`config.mk`:
```
export PLATFORM = sky130hd
export DESIGN_NAME = sobel_edge_glyph_classifier_flat
export DESIGN_NICKNAME = d
export VERILOG_FILES = /design/src/rtl/segc_pkg.sv /design/src/rtl/segc_if.sv /design/src/rtl/segc_front.sv /design/src/rtl/sobel_edge_glyph_classifier.sv /design/src/flat_wrapper.sv
export SDC_FILE = /design/constraint.sdc
export NUM_CORES = 2
export LEC_CHECK = 0
export BUFFER_PORTS_ARGS = -buffer_cell sky130_fd_sc_hd__buf_2
export CAP_MARGIN = 20
export CORE_MARGIN = 2
export CORE_UTILIZATION = 55
export CTS_BUF_LIST = sky130_fd_sc_hd__clkbuf_8
export DETAILED_ROUTE_END_ITERATION = 8
export HOLD_SLACK_MARGIN = 0.12
export PLACE_DENSITY = 0.71
export SYNTH_ARGS = -nofsm -noshare
export SYNTH_HDL_FRONTEND = slang
export SYNTH_HIERARCHICAL = 1
export SYNTH_SLANG_ARGS = --single-unit
```
`constraint.sdc`:
```
create_clock -name clk -period 22.8 [get_ports clk]
set_input_delay 2.28 -clock clk [delete_from_list [all_inputs] [get_ports clk]]
set_output_delay 2.28 -clock clk [all_outputs]
set_load 0.05 [all_outputs]
```
`src/rtl/segc_pkg.sv`:
```
package segc_pkg;

  localparam int unsigned PIX_W      = 8;
  localparam int unsigned SUM_W      = 10;
  localparam int unsigned GRAD_W     = 11;
  localparam int unsigned MAG_W      = 10;
  localparam int unsigned SQ_W       = 20;
  localparam int unsigned SUMSQ_W    = 21;
  localparam int unsigned LIM_W      = 11;
  localparam int unsigned LIMSQ_W    = 22;
  localparam int unsigned DARK_W     = 9;
  localparam int unsigned GLYPH_W    = 4;
  localparam int unsigned CFG_IDX_W  = 8;
  localparam int unsigned CFG_DATA_W = 11;
  localparam int unsigned FIVE_SQ_W  = 23;
  localparam int unsigned QUAD_W     = 40;
  localparam int unsigned WIDE_W     = 46;
  localparam int unsigned SCALED_W   = 15;

  localparam logic [LIM_W-1:0]  EDGE_LIMIT_RESET = 11'd400;
  localparam logic [DARK_W-1:0] DARK_LIMIT_RESET = 9'd96;

  localparam int unsigned LUMA_SCALE   = 100;
  localparam int unsigned LUMA_DIVISOR = 2833;
  localparam int unsigned LUMA_LEVELS  = 10;

  localparam logic [GLYPH_W-1:0] GLYPH_HORIZONTAL = 4'd10;
  localparam logic [GLYPH_W-1:0] GLYPH_BACKSLASH  = 4'd11;
  localparam logic [GLYPH_W-1:0] GLYPH_VERTICAL   = 4'd12;
  localparam logic [GLYPH_W-1:0] GLYPH_SLASH      = 4'd13;

  typedef enum logic [CFG_IDX_W-1:0] {
    REG_EDGE_LIMIT = 8'd0,
    REG_DARK_LIMIT = 8'd1
  } cfg_reg_t;

  typedef struct packed {
    logic [PIX_W-1:0] top_left;
    logic [PIX_W-1:0] top;
    logic [PIX_W-1:0] top_right;
    logic [PIX_W-1:0] left;
    logic [PIX_W-1:0] centre;
    logic [PIX_W-1:0] right;
    logic [PIX_W-1:0] bottom_left;
    logic [PIX_W-1:0] bottom;
    logic [PIX_W-1:0] bottom_right;
    logic             on_border;
  } window_t;

  // Flags that ride alongside the arithmetic through stages 1 to 4.
  typedef struct packed {
    logic [GLYPH_W-1:0] luma;
    logic               qual;
    logic               gx_neg;
    logic               gy_neg;
    logic               gx_zero;
    logic               gy_zero;
  } side_t;

  typedef struct packed {
    side_t            side;
    logic [MAG_W-1:0] mag_x;
    logic [MAG_W-1:0] mag_y;
  } front_t;

  // Luminance level centre*100/2833, found by counting the thresholds passed.
  function automatic logic [GLYPH_W-1:0] luma_level(input logic [PIX_W-1:0] c);
    logic [SCALED_W-1:0] scaled;
    logic [GLYPH_W-1:0]  lvl;
    scaled = SCALED_W'(c) * SCALED_W'(LUMA_SCALE);
    lvl    = '0;
    for (int k = 1; k < LUMA_LEVELS; k++) begin
      if (scaled >= SCALED_W'(k * LUMA_DIVISOR)) begin
        lvl = lvl + GLYPH_W'(1);
      end
    end
    return lvl;
  endfunction

endpackage

```
`src/rtl/segc_if.sv`:
```
interface segc_pix_if import segc_pkg::*; ();
  logic             valid;
  logic             ready;
  logic [PIX_W-1:0] pix_top_left;
  logic [PIX_W-1:0] pix_top;
  logic [PIX_W-1:0] pix_top_right;
  logic [PIX_W-1:0] pix_left;
  logic [PIX_W-1:0] pix_centre;
  logic [PIX_W-1:0] pix_right;
  logic [PIX_W-1:0] pix_bottom_left;
  logic [PIX_W-1:0] pix_bottom;
  logic [PIX_W-1:0] pix_bottom_right;
  logic             on_border;

  modport source (
    output valid, pix_top_left, pix_top, pix_top_right, pix_left, pix_centre,
           pix_right, pix_bottom_left, pix_bottom, pix_bottom_right, on_border,
    input  ready
  );
  modport sink (
    input  valid, pix_top_left, pix_top, pix_top_right, pix_left, pix_centre,
           pix_right, pix_bottom_left, pix_bottom, pix_bottom_right, on_border,
    output ready
  );
endinterface

interface segc_res_if import segc_pkg::*; ();
  logic               valid;
  logic               ready;
  logic [GLYPH_W-1:0] glyph_index;
  logic               edge_found;

  modport source (output valid, glyph_index, edge_found, input ready);
  modport sink (input valid, glyph_index, edge_found, output ready);
endinterface

interface segc_cfg_if import segc_pkg::*; ();
  logic                  valid;
  logic                  ready;
  logic [CFG_IDX_W-1:0]  index;
  logic [CFG_DATA_W-1:0] data;

  modport source (output valid, index, data, input ready);
  modport sink (input valid, index, data, output ready);
endinterface

```
`src/rtl/segc_front.sv`:
```
// Sobel gradients, their magnitudes and signs, the luminance level and the
// dark/interior qualification of one window.
module segc_front import segc_pkg::*; (
  input  window_t           win,
  input  logic [DARK_W-1:0] dark_limit,
  output front_t            front
);

  logic [SUM_W-1:0]         pos_x, neg_x, pos_y, neg_y;
  logic signed [GRAD_W-1:0] gx, gy;
  logic signed [GRAD_W-1:0] abs_x, abs_y;

  assign pos_x = SUM_W'(win.top_right) + {1'b0, win.right, 1'b0} + SUM_W'(win.bottom_right);
  assign neg_x = SUM_W'(win.top_left) + {1'b0, win.left, 1'b0} + SUM_W'(win.bottom_left);
  assign pos_y = SUM_W'(win.bottom_left) + {1'b0, win.bottom, 1'b0}
               + SUM_W'(win.bottom_right);
  assign neg_y = SUM_W'(win.top_left) + {1'b0, win.top, 1'b0} + SUM_W'(win.top_right);

  assign gx = $signed({1'b0, pos_x}) - $signed({1'b0, neg_x});
  assign gy = $signed({1'b0, pos_y}) - $signed({1'b0, neg_y});

  assign abs_x = gx[GRAD_W-1] ? -gx : gx;
  assign abs_y = gy[GRAD_W-1] ? -gy : gy;

  always_comb begin
    front.mag_x        = abs_x[MAG_W-1:0];
    front.mag_y        = abs_y[MAG_W-1:0];
    front.side.luma    = luma_level(win.centre);
    front.side.qual    = !win.on_border && ({1'b0, win.centre} < dark_limit);
    front.side.gx_neg  = gx[GRAD_W-1];
    front.side.gy_neg  = gy[GRAD_W-1];
    front.side.gx_zero = (pos_x == neg_x);
    front.side.gy_zero = (pos_y == neg_y);
  end

endmodule

```
`src/rtl/sobel_edge_glyph_classifier.sv`:
```
// An accepted window moves through the stage 1 to 4 registers into the output
// register, which presents its result and holds it while the result side stalls.
// Throughput: one window per cycle unless the result side stalls; five register
// stages, none with over one layer of multipliers of at most 20 by 20 bits,
// output register last. Reset (rst, synchronous, active high) empties the
// pipeline and restores edge_limit to 400 and dark_limit to 96.
module sobel_edge_glyph_classifier import segc_pkg::*; (
  input logic         clk,
  input logic         rst,
  segc_pix_if.sink    pix,
  segc_res_if.source  res,
  segc_cfg_if.sink    cfg
);

  // Config registers, read live by the stages; an unknown index is dropped.
  // The user must write them only while the pipeline is empty; not enforced.
  logic [LIM_W-1:0]  edge_limit;
  logic [DARK_W-1:0] dark_limit;

  assign cfg.ready = 1'b1;

  always_ff @(posedge clk) begin
    if (rst) begin
      edge_limit <= EDGE_LIMIT_RESET;
      dark_limit <= DARK_LIMIT_RESET;
    end else if (cfg.valid && cfg.ready) begin
      case (cfg.index)
        REG_EDGE_LIMIT: edge_limit <= cfg.data[LIM_W-1:0];
        REG_DARK_LIMIT: dark_limit <= cfg.data[DARK_W-1:0];
        default: ;
      endcase
    end
  end

  // Each stage advances when it is empty or when the stage after it can
  // take its contents, so bubbles are squeezed out and a stalled output
  // register does not stop the earlier stages from filling.
  logic v1, v2, v3, v4, v5;
  logic rdy1, rdy2, rdy3, rdy4, rdy5;

  assign rdy5      = !v5 || res.ready;
  assign rdy4      = !v4 || rdy5;
  assign rdy3      = !v3 || rdy4;
  assign rdy2      = !v2 || rdy3;
  assign rdy1      = !v1 || rdy2;
  assign pix.ready = rdy1;

  always_ff @(posedge clk) begin
    if (rst) begin
      v1 <= 1'b0;
      v2 <= 1'b0;
      v3 <= 1'b0;
      v4 <= 1'b0;
      v5 <= 1'b0;
    end else begin
      if (rdy1) begin
        v1 <= pix.valid;
      end
      if (rdy2) begin
        v2 <= v1;
      end
      if (rdy3) begin
        v3 <= v2;
      end
      if (rdy4) begin
        v4 <= v3;
      end
      if (rdy5) begin
        v5 <= v4;
      end
    end
  end

  // Stage 1: gradients, magnitudes, signs and the luminance level.
  window_t win;
  front_t  front;
  front_t  s1;

  always_comb begin
    win.top_left     = pix.pix_top_left;
    win.top          = pix.pix_top;
    win.top_right    = pix.pix_top_right;
    win.left         = pix.pix_left;
    win.centre       = pix.pix_centre;
    win.right        = pix.pix_right;
    win.bottom_left  = pix.pix_bottom_left;
    win.bottom       = pix.pix_bottom;
    win.bottom_right = pix.pix_bottom_right;
    win.on_border    = pix.on_border;
  end

  segc_front u_front (
    .win        (win),
    .dark_limit (dark_limit),
    .front      (front)
  );

  always_ff @(posedge clk) begin
    if (rdy1) begin
      s1 <= front;
    end
  end

  // Stage 2: squares of both magnitudes and of the edge limit.
  side_t              side2;
  logic [SQ_W-1:0]    a2, b2;
  logic [LIMSQ_W-1:0] lim2;

  always_ff @(posedge clk) begin
    if (rdy2) begin
      side2 <= s1.side;
      a2    <= SQ_W'(s1.mag_x) * SQ_W'(s1.mag_x);
      b2    <= SQ_W'(s1.mag_y) * SQ_W'(s1.mag_y);
      lim2  <= LIMSQ_W'(edge_limit) * LIMSQ_W'(edge_limit);
    end
  end

  // Stage 3: the magnitude test against the limit, and the differences
  // that feed the exact tan72 and tan18 comparisons. A tie on the limit
  // counts as an edge only for a non-negative Gx.
  logic [SUMSQ_W-1:0]   sum_sq;
  logic [FIVE_SQ_W-1:0] a2x5;
  logic [FIVE_SQ_W-1:0] d_wide;
  logic [SQ_W-1:0]      f_wide;

  side_t             side3;
  logic              edge3, above_pre3, below_pre3;
  logic [SQ_W-1:0]   d3, f3;
  logic [QUAD_W-1:0] a4_3;

  assign sum_sq = SUMSQ_W'(a2) + SUMSQ_W'(b2);
  assign a2x5   = (FIVE_SQ_W'(a2) << 2) + FIVE_SQ_W'(a2);
  assign d_wide = FIVE_SQ_W'(b2) - a2x5;
  assign f_wide = a2 - b2;

  always_ff @(posedge clk) begin
    if (rdy3) begin
      side3      <= side2;
      edge3      <= (LIMSQ_W'(sum_sq) > lim2)
                 || ((LIMSQ_W'(sum_sq) == lim2) && !side2.gx_neg);
      above_pre3 <= FIVE_SQ_W'(b2) > a2x5;
      below_pre3 <= b2 < a2;
      d3         <= d_wide[SQ_W-1:0];
      f3         <= f_wide;
      a4_3       <= QUAD_W'(a2) * QUAD_W'(a2);
    end
  end

  // Stage 4: squares of the differences and the scaled fourth power.
  // Gy/Gx > tan72 when (b2 - 5a2)^2 > 20a^4; Gy/Gx < tan18 when
  // 5(a2 - b2)^2 > 4a^4.
  logic [QUAD_W-1:0] ff;
  side_t             side4;
  logic              edge4, above_pre4, below_pre4;
  logic [WIDE_W-1:0] dd4, ff5_4, a4x20_4, a4x4_4;

  assign ff = QUAD_W'(f3) * QUAD_W'(f3);

  always_ff @(posedge clk) begin
    if (rdy4) begin
      side4      <= side3;
      edge4      <= edge3;
      above_pre4 <= above_pre3;
      below_pre4 <= below_pre3;
      dd4        <= WIDE_W'(QUAD_W'(d3) * QUAD_W'(d3));
      ff5_4      <= (WIDE_W'(ff) << 2) + WIDE_W'(ff);
      a4x20_4    <= (WIDE_W'(a4_3) << 4) + (WIDE_W'(a4_3) << 2);
      a4x4_4     <= WIDE_W'(a4_3) << 2;
    end
  end

  // Stage 5: direction bin and final choice, into the output register.
  logic               above, below;
  logic [GLYPH_W-1:0] dir_glyph;
  logic [GLYPH_W-1:0] glyph5;
  logic               found5;

  assign above = above_pre4 && (dd4 > a4x20_4);
  assign below = below_pre4 && (ff5_4 > a4x4_4);

  always_comb begin
    if (side4.gx_zero) begin
      // A zero Gx stands for a tiny positive value.
      dir_glyph = side4.gy_zero ? GLYPH_VERTICAL : GLYPH_HORIZONTAL;
    end else if (above) begin
      dir_glyph = GLYPH_HORIZONTAL;
    end else if (side4.gy_zero || below) begin
      dir_glyph = GLYPH_VERTICAL;
    end else if (side4.gx_neg != side4.gy_neg) begin
      dir_glyph = GLYPH_BACKSLASH;
    end else begin
      dir_glyph = GLYPH_SLASH;
    end
  end

  always_ff @(posedge clk) begin
    if (rdy5) begin
      found5 <= side4.qual && edge4;
      glyph5 <= (side4.qual && edge4) ? dir_glyph : side4.luma;
    end
  end

  assign res.valid       = v5;
  assign res.glyph_index = glyph5;
  assign res.edge_found  = found5;

`ifndef SYNTH
  a_found_matches_glyph: assert property (@(posedge clk) disable iff (rst)
    res.valid |-> (res.edge_found == (res.glyph_index >= GLYPH_HORIZONTAL)))
    else $error("edge_found disagrees with the glyph class");

  a_glyph_in_range: assert property (@(posedge clk) disable iff (rst)
    res.valid |-> (res.glyph_index <= GLYPH_SLASH))
    else $error("glyph index beyond the last edge glyph");

  a_empty_after_reset: assert property (@(posedge clk)
    $past(rst) |-> !res.valid)
    else $error("result presented straight after reset");

  a_full_stall_blocks_input: assert property (@(posedge clk) disable iff (rst)
    (v1 && v2 && v3 && v4 && v5 && !res.ready) |-> !pix.ready)
    else $error("window taken while every stage is held");

  a_empty_front_accepts: assert property (@(posedge clk) disable iff (rst)
    !v1 |-> pix.ready)
    else $error("input refused with an empty first stage");
`endif

endmodule
```
`src/flat_wrapper.sv`:
```
// flat-port wrapper written by rule: the top's interface ports become plain ports
module sobel_edge_glyph_classifier_flat import segc_pkg::*;
  (clk, rst, pix_valid, pix_pix_top_left, pix_pix_top, pix_pix_top_right, pix_pix_left, pix_pix_centre, pix_pix_right, pix_pix_bottom_left, pix_pix_bottom, pix_pix_bottom_right, pix_on_border, pix_ready, res_valid, res_glyph_index, res_edge_found, res_ready, cfg_valid, cfg_index, cfg_data, cfg_ready);
  segc_pix_if pix_i ();
  segc_res_if res_i ();
  segc_cfg_if cfg_i ();
  input logic clk;
  input logic rst;
  input wire logic [$bits(pix_i.valid)-1:0] pix_valid;
  input wire logic [$bits(pix_i.pix_top_left)-1:0] pix_pix_top_left;
  input wire logic [$bits(pix_i.pix_top)-1:0] pix_pix_top;
  input wire logic [$bits(pix_i.pix_top_right)-1:0] pix_pix_top_right;
  input wire logic [$bits(pix_i.pix_left)-1:0] pix_pix_left;
  input wire logic [$bits(pix_i.pix_centre)-1:0] pix_pix_centre;
  input wire logic [$bits(pix_i.pix_right)-1:0] pix_pix_right;
  input wire logic [$bits(pix_i.pix_bottom_left)-1:0] pix_pix_bottom_left;
  input wire logic [$bits(pix_i.pix_bottom)-1:0] pix_pix_bottom;
  input wire logic [$bits(pix_i.pix_bottom_right)-1:0] pix_pix_bottom_right;
  input wire logic [$bits(pix_i.on_border)-1:0] pix_on_border;
  output wire logic [$bits(pix_i.ready)-1:0] pix_ready;
  output wire logic [$bits(res_i.valid)-1:0] res_valid;
  output wire logic [$bits(res_i.glyph_index)-1:0] res_glyph_index;
  output wire logic [$bits(res_i.edge_found)-1:0] res_edge_found;
  input wire logic [$bits(res_i.ready)-1:0] res_ready;
  input wire logic [$bits(cfg_i.valid)-1:0] cfg_valid;
  input wire logic [$bits(cfg_i.index)-1:0] cfg_index;
  input wire logic [$bits(cfg_i.data)-1:0] cfg_data;
  output wire logic [$bits(cfg_i.ready)-1:0] cfg_ready;
  assign pix_i.valid = pix_valid;
  assign pix_i.pix_top_left = pix_pix_top_left;
  assign pix_i.pix_top = pix_pix_top;
  assign pix_i.pix_top_right = pix_pix_top_right;
  assign pix_i.pix_left = pix_pix_left;
  assign pix_i.pix_centre = pix_pix_centre;
  assign pix_i.pix_right = pix_pix_right;
  assign pix_i.pix_bottom_left = pix_pix_bottom_left;
  assign pix_i.pix_bottom = pix_pix_bottom;
  assign pix_i.pix_bottom_right = pix_pix_bottom_right;
  assign pix_i.on_border = pix_on_border;
  assign pix_ready = pix_i.ready;
  assign res_valid = res_i.valid;
  assign res_glyph_index = res_i.glyph_index;
  assign res_edge_found = res_i.edge_found;
  assign res_i.ready = res_ready;
  assign cfg_i.valid = cfg_valid;
  assign cfg_i.index = cfg_index;
  assign cfg_i.data = cfg_data;
  assign cfg_ready = cfg_i.ready;
  sobel_edge_glyph_classifier u_core (.clk(clk), .rst(rst), .pix(pix_i), .res(res_i), .cfg(cfg_i));
endmodule
```
# Word-level counts from Yosys, hierarchy flattened
# Cells that the tools add are included.
# totals
memories	0
register_bits	406
rom_bits	0
inputBits	97
ram_bits	0
latchBits	0
wordCells	143
# op_classes
reduce_logical	22
div_mod_pow	0
n_mux	17
shifts	0
order_cmp	15
eq_ne	5
bitwise_logic	0
n_addsub	26
multipliers	7
# op_table
cell	n
$mul 20x20->40	3
$ge 15x15->1 const B	4
$mux 4	12
$gt 40x46->1	1
$gt 46x42->1	1
$add 44x42->45	1
$ge 15x14->1 const B	3
$add 42x40->43	1
$add 10x8->10	4
$add 8x9->10	4
$mul 10x10->20	2
$sub 20x20->20	2
$add 4x1->4 const B	8
$add 22x20->23	1
$gt 20x23->1	1
$eq 21x22->1	1
$gt 21x22->1	1
$mul 11x11->22	1
$sub 10x10->11	2
$add 20x20->21	1
$eq 10x10->1	2
$lt 20x20->1	1
$mux 10	2
$neg 10->10	2
13 further kinds	31

# Depth between registers and ports, before layout
# depth
ltp_word	19
depth_mapped	39
mapped_depth_nobuf	37

# Cells and area by module
# Netlist, hierarchy kept.
# by_module_without_submodules
mod	area_per_inst_um2	cells_each	instances	seq_area_each_um2
sobel_edge_glyph_classifier	63488.4	6471	1	11431.0
segc_front	4888.4	584	1	0.0

# Worst setup path after synthesis
# OpenSTA, ideal clock, no wires.
# synth_timing
kind	flip-flop to flip-flop
from	register u_core.f3[10]
to	register u_core.ff5_4[36] (data pin)
arrival_time_ns	8.924
stages_incl_launch_ff	38
n_path_buf	2
setup_ns	0.276
slack_ns	13.600
period_less_slack_ns	9.200
cell_sequence	edfxtp_1 > clkbuf_1 > clkbuf_1 > nand2_1 > fa_1 > inv_1 > fa_1 > inv_1 > fa_1 > inv_1 > fa_1 > inv_1 > fa_1 > inv_1 > fa_1 > inv_1 > fa_1 > inv_1 > (+2 left out) > o21ai_0 > a221oi_2 > nand2_2 > xor2_1 > ha_1 > a21o_1 > a21o_1 > a21o_1 > a221o_1 > a31oi_1 > nor2b_1 > o21ai_1 > a211oi_2 > a311oi_1 > nor4_2 > or2_4 > a2111oi_2 > a311oi_2
# synth_between
elab_chain_cells	2
# synth_rtl
item	line_no	rtl
from (decl)	sobel_edge_glyph_classifier.sv:128	logic [SQ_W-1:0] d3, f3;
from (signal assigned)	sobel_edge_glyph_classifier.sv:144	f3 <= f_wide;
$mul 20x20->40	sobel_edge_glyph_classifier.sv:157	assign ff = QUAD_W'(f3) * QUAD_W'(f3);
$add 42x40->43	sobel_edge_glyph_classifier.sv:166	ff5_4 <= (WIDE_W'(ff) << 2) + WIDE_W'(ff);
to (signal assigned)	sobel_edge_glyph_classifier.sv:166	
to (decl)	sobel_edge_glyph_classifier.sv:155	logic [WIDE_W-1:0] dd4, ff5_4, a4x20_4, a4x4_4;
# Every way passes these cells.
# A chain may end at the register's enable or synchronous reset.

# Final worst setup path
# layout_timing
from	register u_core.f3[4]
to	register u_core.ff5_4[36] (data pin)
# The elaborated chain is that of the path after synthesis.

==> impl_metrics.env <==
export IMPL_status="finished, final reports clean"
export IMPL_critPathLaunchType="flop"
export IMPL_crit_buf_inv=5
export IMPL_postRouteAntennaNets=0
export IMPL_wl_per_cell_um=17.7
export IMPL_crit_type="reg -> reg"
export IMPL_avgViaCountPerCell=5.43
export IMPL_fin_tns_setup_ns=0
export IMPL_hp_class="reg -> reg"
export IMPL_yosys_warnings=6
export IMPL_cts_setup_buffers=0
export IMPL_slowest_stage="edfxtp_1"
export IMPL_final_cells=8825
export IMPL_yosysSeqAreaShare=0.167
export IMPL_post_route_drc_count=0
export IMPL_drive_gt1_frac=0.0502
export IMPL_tightest_slew_ns=1.08
export IMPL_grt_max_degree=70
export IMPL_crit_family="adder cells"
export IMPL_clk_path_buf_depth=3
export IMPL_die_y_um=357
export IMPL_timing_fmax_mhz=101
export IMPL_hpwl_um=129000
export IMPL_rows=129
export IMPL_clk_pin_slew_ns=0.06
export IMPL_syn_area_um2=68400
export IMPL_nFillCells=10626
export IMPL_fin_crit_ns=9.91
export IMPL_r2r_slack_ns=12.89
export IMPL_maxSlewHeadroom=0.278
export IMPL_rr_startpoint="u_core/f3[4]"
export IMPL_numCtsBuffers=73
export IMPL_grtUsageTotal=0.253
export IMPL_fin_nets=9205
export IMPL_cts_sinks=389
export IMPL_vias=47929
export IMPL_die_area_um2=127000
export IMPL_cp_common_cell="fa_1"
export IMPL_synth_cells=7055
export IMPL_ys_seq_elements=389
export IMPL_cts_hold_buffers=0
export IMPL_period_share=0.435
export IMPL_clk_latency_ns=0.71
export IMPL_drv_cap=0
export IMPL_fin_util=0.584
export IMPL_synth_top_flop_cell="edfxtp_1"
export IMPL_postSynthAreaPerCell_um2=9.69
export IMPL_critPathLaunch="u_core/f3[4]"
export IMPL_hold_ws_ns=0.414
export IMPL_antenna_found_initial=3
export IMPL_slew_violations=0
export IMPL_area_growth_pct=5.55
export IMPL_die_w_um=357
export IMPL_place_gp_congestion=0.930
export IMPL_layout_commonest_cell="inv_1"
export IMPL_min_from="u_core/side3[3]"
export IMPL_synth_cell_types=112
export IMPL_ctsResizeCount=0
export IMPL_required_ns=23.24
export IMPL_dr_pass1_iters=6
export IMPL_dp_cells=8695
export IMPL_grt_ovfl_total=0
export IMPL_cp_slowest_stage_delay_ns=0.77
export IMPL_portBuffers=103
export IMPL_synth_edf_count=364
export IMPL_cts_tree="done"
export IMPL_htree_levels=3
export IMPL_grt_pass1_vias=51474
export IMPL_endpoint_kind="flop"
export IMPL_clock_root_buffer="clkbuf_8"
export IMPL_async_flop_share=0
export IMPL_wirelength_um=156000
export IMPL_drt_initial_drc_count=2576
export IMPL_clock_skew_ns=0.0342
export IMPL_io_pin_count=105
export IMPL_finalHoldViolations=0
export IMPL_core_um2=123000
export IMPL_setup_viol=0
export IMPL_initial_utilization=0.554
export IMPL_final_cell_mix="1591 x inv_1, 1000 x fa_1, 975 x ha_1"
export IMPL_rsz0062_at_grt="false"
export IMPL_cp_max_fo=17
export IMPL_arrival_ns=10.35
export IMPL_grt_pass1_wl_um=259000
-- worst paths after layout --
kind	to	cells past startpoint
min reg2reg	u_core/side4[3]	0
min	u_core/side4[3]	0
max	u_core/ff5_4[36]	32
max reg2reg	u_core/ff5_4[36]	32
-- layer usage --
layer / track usage / vias up / wire length, um
li1: - / 22742 / -
met1: 0.320 / 23688 / 64100
met2: 0.451 / 1226 / 78500
met3: 0.0348 / 273 / 8270
met4: 0.0764 / 0 / 4970
met5: 0 / - / 0
-- flip-flops by register name, indices dropped and copies added, names as in the netlist, 4 cells and up --
register                cells
u_core/a4x20_4             41
u_core/ff5_4               41
u_core/a4_3                39
u_core/a4x4_4              39
u_core/dd4                 39
u_core/s1                  29
u_core/lim2                21
u_core/d3                  20
u_core/a2                  19
u_core/b2                  19
u_core/f3                  19
u_core/edge_limit          11
u_core/dark_limit           9
u_core/side2                9
u_core/side3                9
u_core/side4                9
u_core/res.glyph_index      4
-- cell families (layout without fill, tap and decap cells) --
group                    after synthesis  in the layout  synth area share
adder cells (fa/ha/maj)             1975           1975             0.471
multiplexers                          39             39           0.00600
AND/OR/NAND/NOR                     1512           1512             0.110
other                                  2             14          0.000110
AO/OA/AOI/OAI                       1001           1001            0.0963
buffers and inverters               1735           1856            0.0957
flip-flops                           389            389             0.167
XOR/XNOR                             402            402            0.0532
-- synth_stat cells (all sizes together) (6+ instances only) --
master | count | area [um^2]
a2111oi | 8 | 114
a211o | 10 | 87.6
a211oi | 32 | 278
a21boi | 16 | 120
a21o | 169 | 1270
a21oi | 330 | 1670
a221o | 7 | 70.1
a221oi | 8 | 76.3
a311oi | 10 | 130
a31o | 9 | 78.8
a31oi | 26 | 169
a41oi | 10 | 95.1
and2 | 321 | 2010
and3 | 34 | 213
and4 | 7 | 63.8
buf | 14 | 86.3
clkbuf | 144 | 541
dfxtp | 25 | 500
edfxtp | 364 | 10900
fa | 1000 | 20000
ha | 975 | 12200
inv | 1575 | 5910
mux2 | 13 | 150
mux2i | 26 | 260
nand2 | 470 | 1770
nand2b | 57 | 357
nand3 | 69 | 350
nand4 | 46 | 288
nand4b | 7 | 61.3
nor2 | 288 | 1080
nor2b | 78 | 490
nor3 | 55 | 280
nor3b | 7 | 62.6
nor4 | 11 | 75.1
o211ai | 16 | 120
o21a | 36 | 270
o21ai | 176 | 892
o21bai | 73 | 548
o221ai | 6 | 58.8
o31ai | 15 | 113
or2 | 32 | 208
or3 | 12 | 75.1
xnor2 | 282 | 2510
xor2 | 117 | 1060
-- cell type report --
type                    instances  area (um^2)  share of cell area
multi-input cells            4940        50400               0.699
flip-flops and latches        389        11400               0.158
inverters                    1577         5920              0.0821
well taps                    1637         2050              0.0284
clock buffers                  75         1030              0.0143
repair buffers                152          883              0.0122
clock inverters                52          397             0.00550
diodes                          3         7.51            0.000104
-- per-stage QoR --
| stage | worst slack (ns) | instance area [um^2] |
|---|---|---|
| 3_3_place_gp | 13.07 | 70700 |
| 3_5_place_dp | 12.92 | 70700 |
| 5_1_grt | 12.29 | 72200 |
| 6_report | 12.89 | 72200 |
| 4_1_cts | 12.88 | 72200 |
| 2_1_floorplan | 13.60 | 68400 |
-- worst reg2reg max path: cells and delay by family (launching register included) --
family	cells	cell delay [ns]
adder cells (fa/ha/maj)	9	4.27
AO/OA/AOI/OAI	13	2.78
AND/OR/NAND/NOR	5	1.29
flip-flops	1	0.77
buffers and inverters	5	0.52
Power is not shown: default switching activity piles up to over one toggle a cycle in this logic, so the estimate is an artifact.
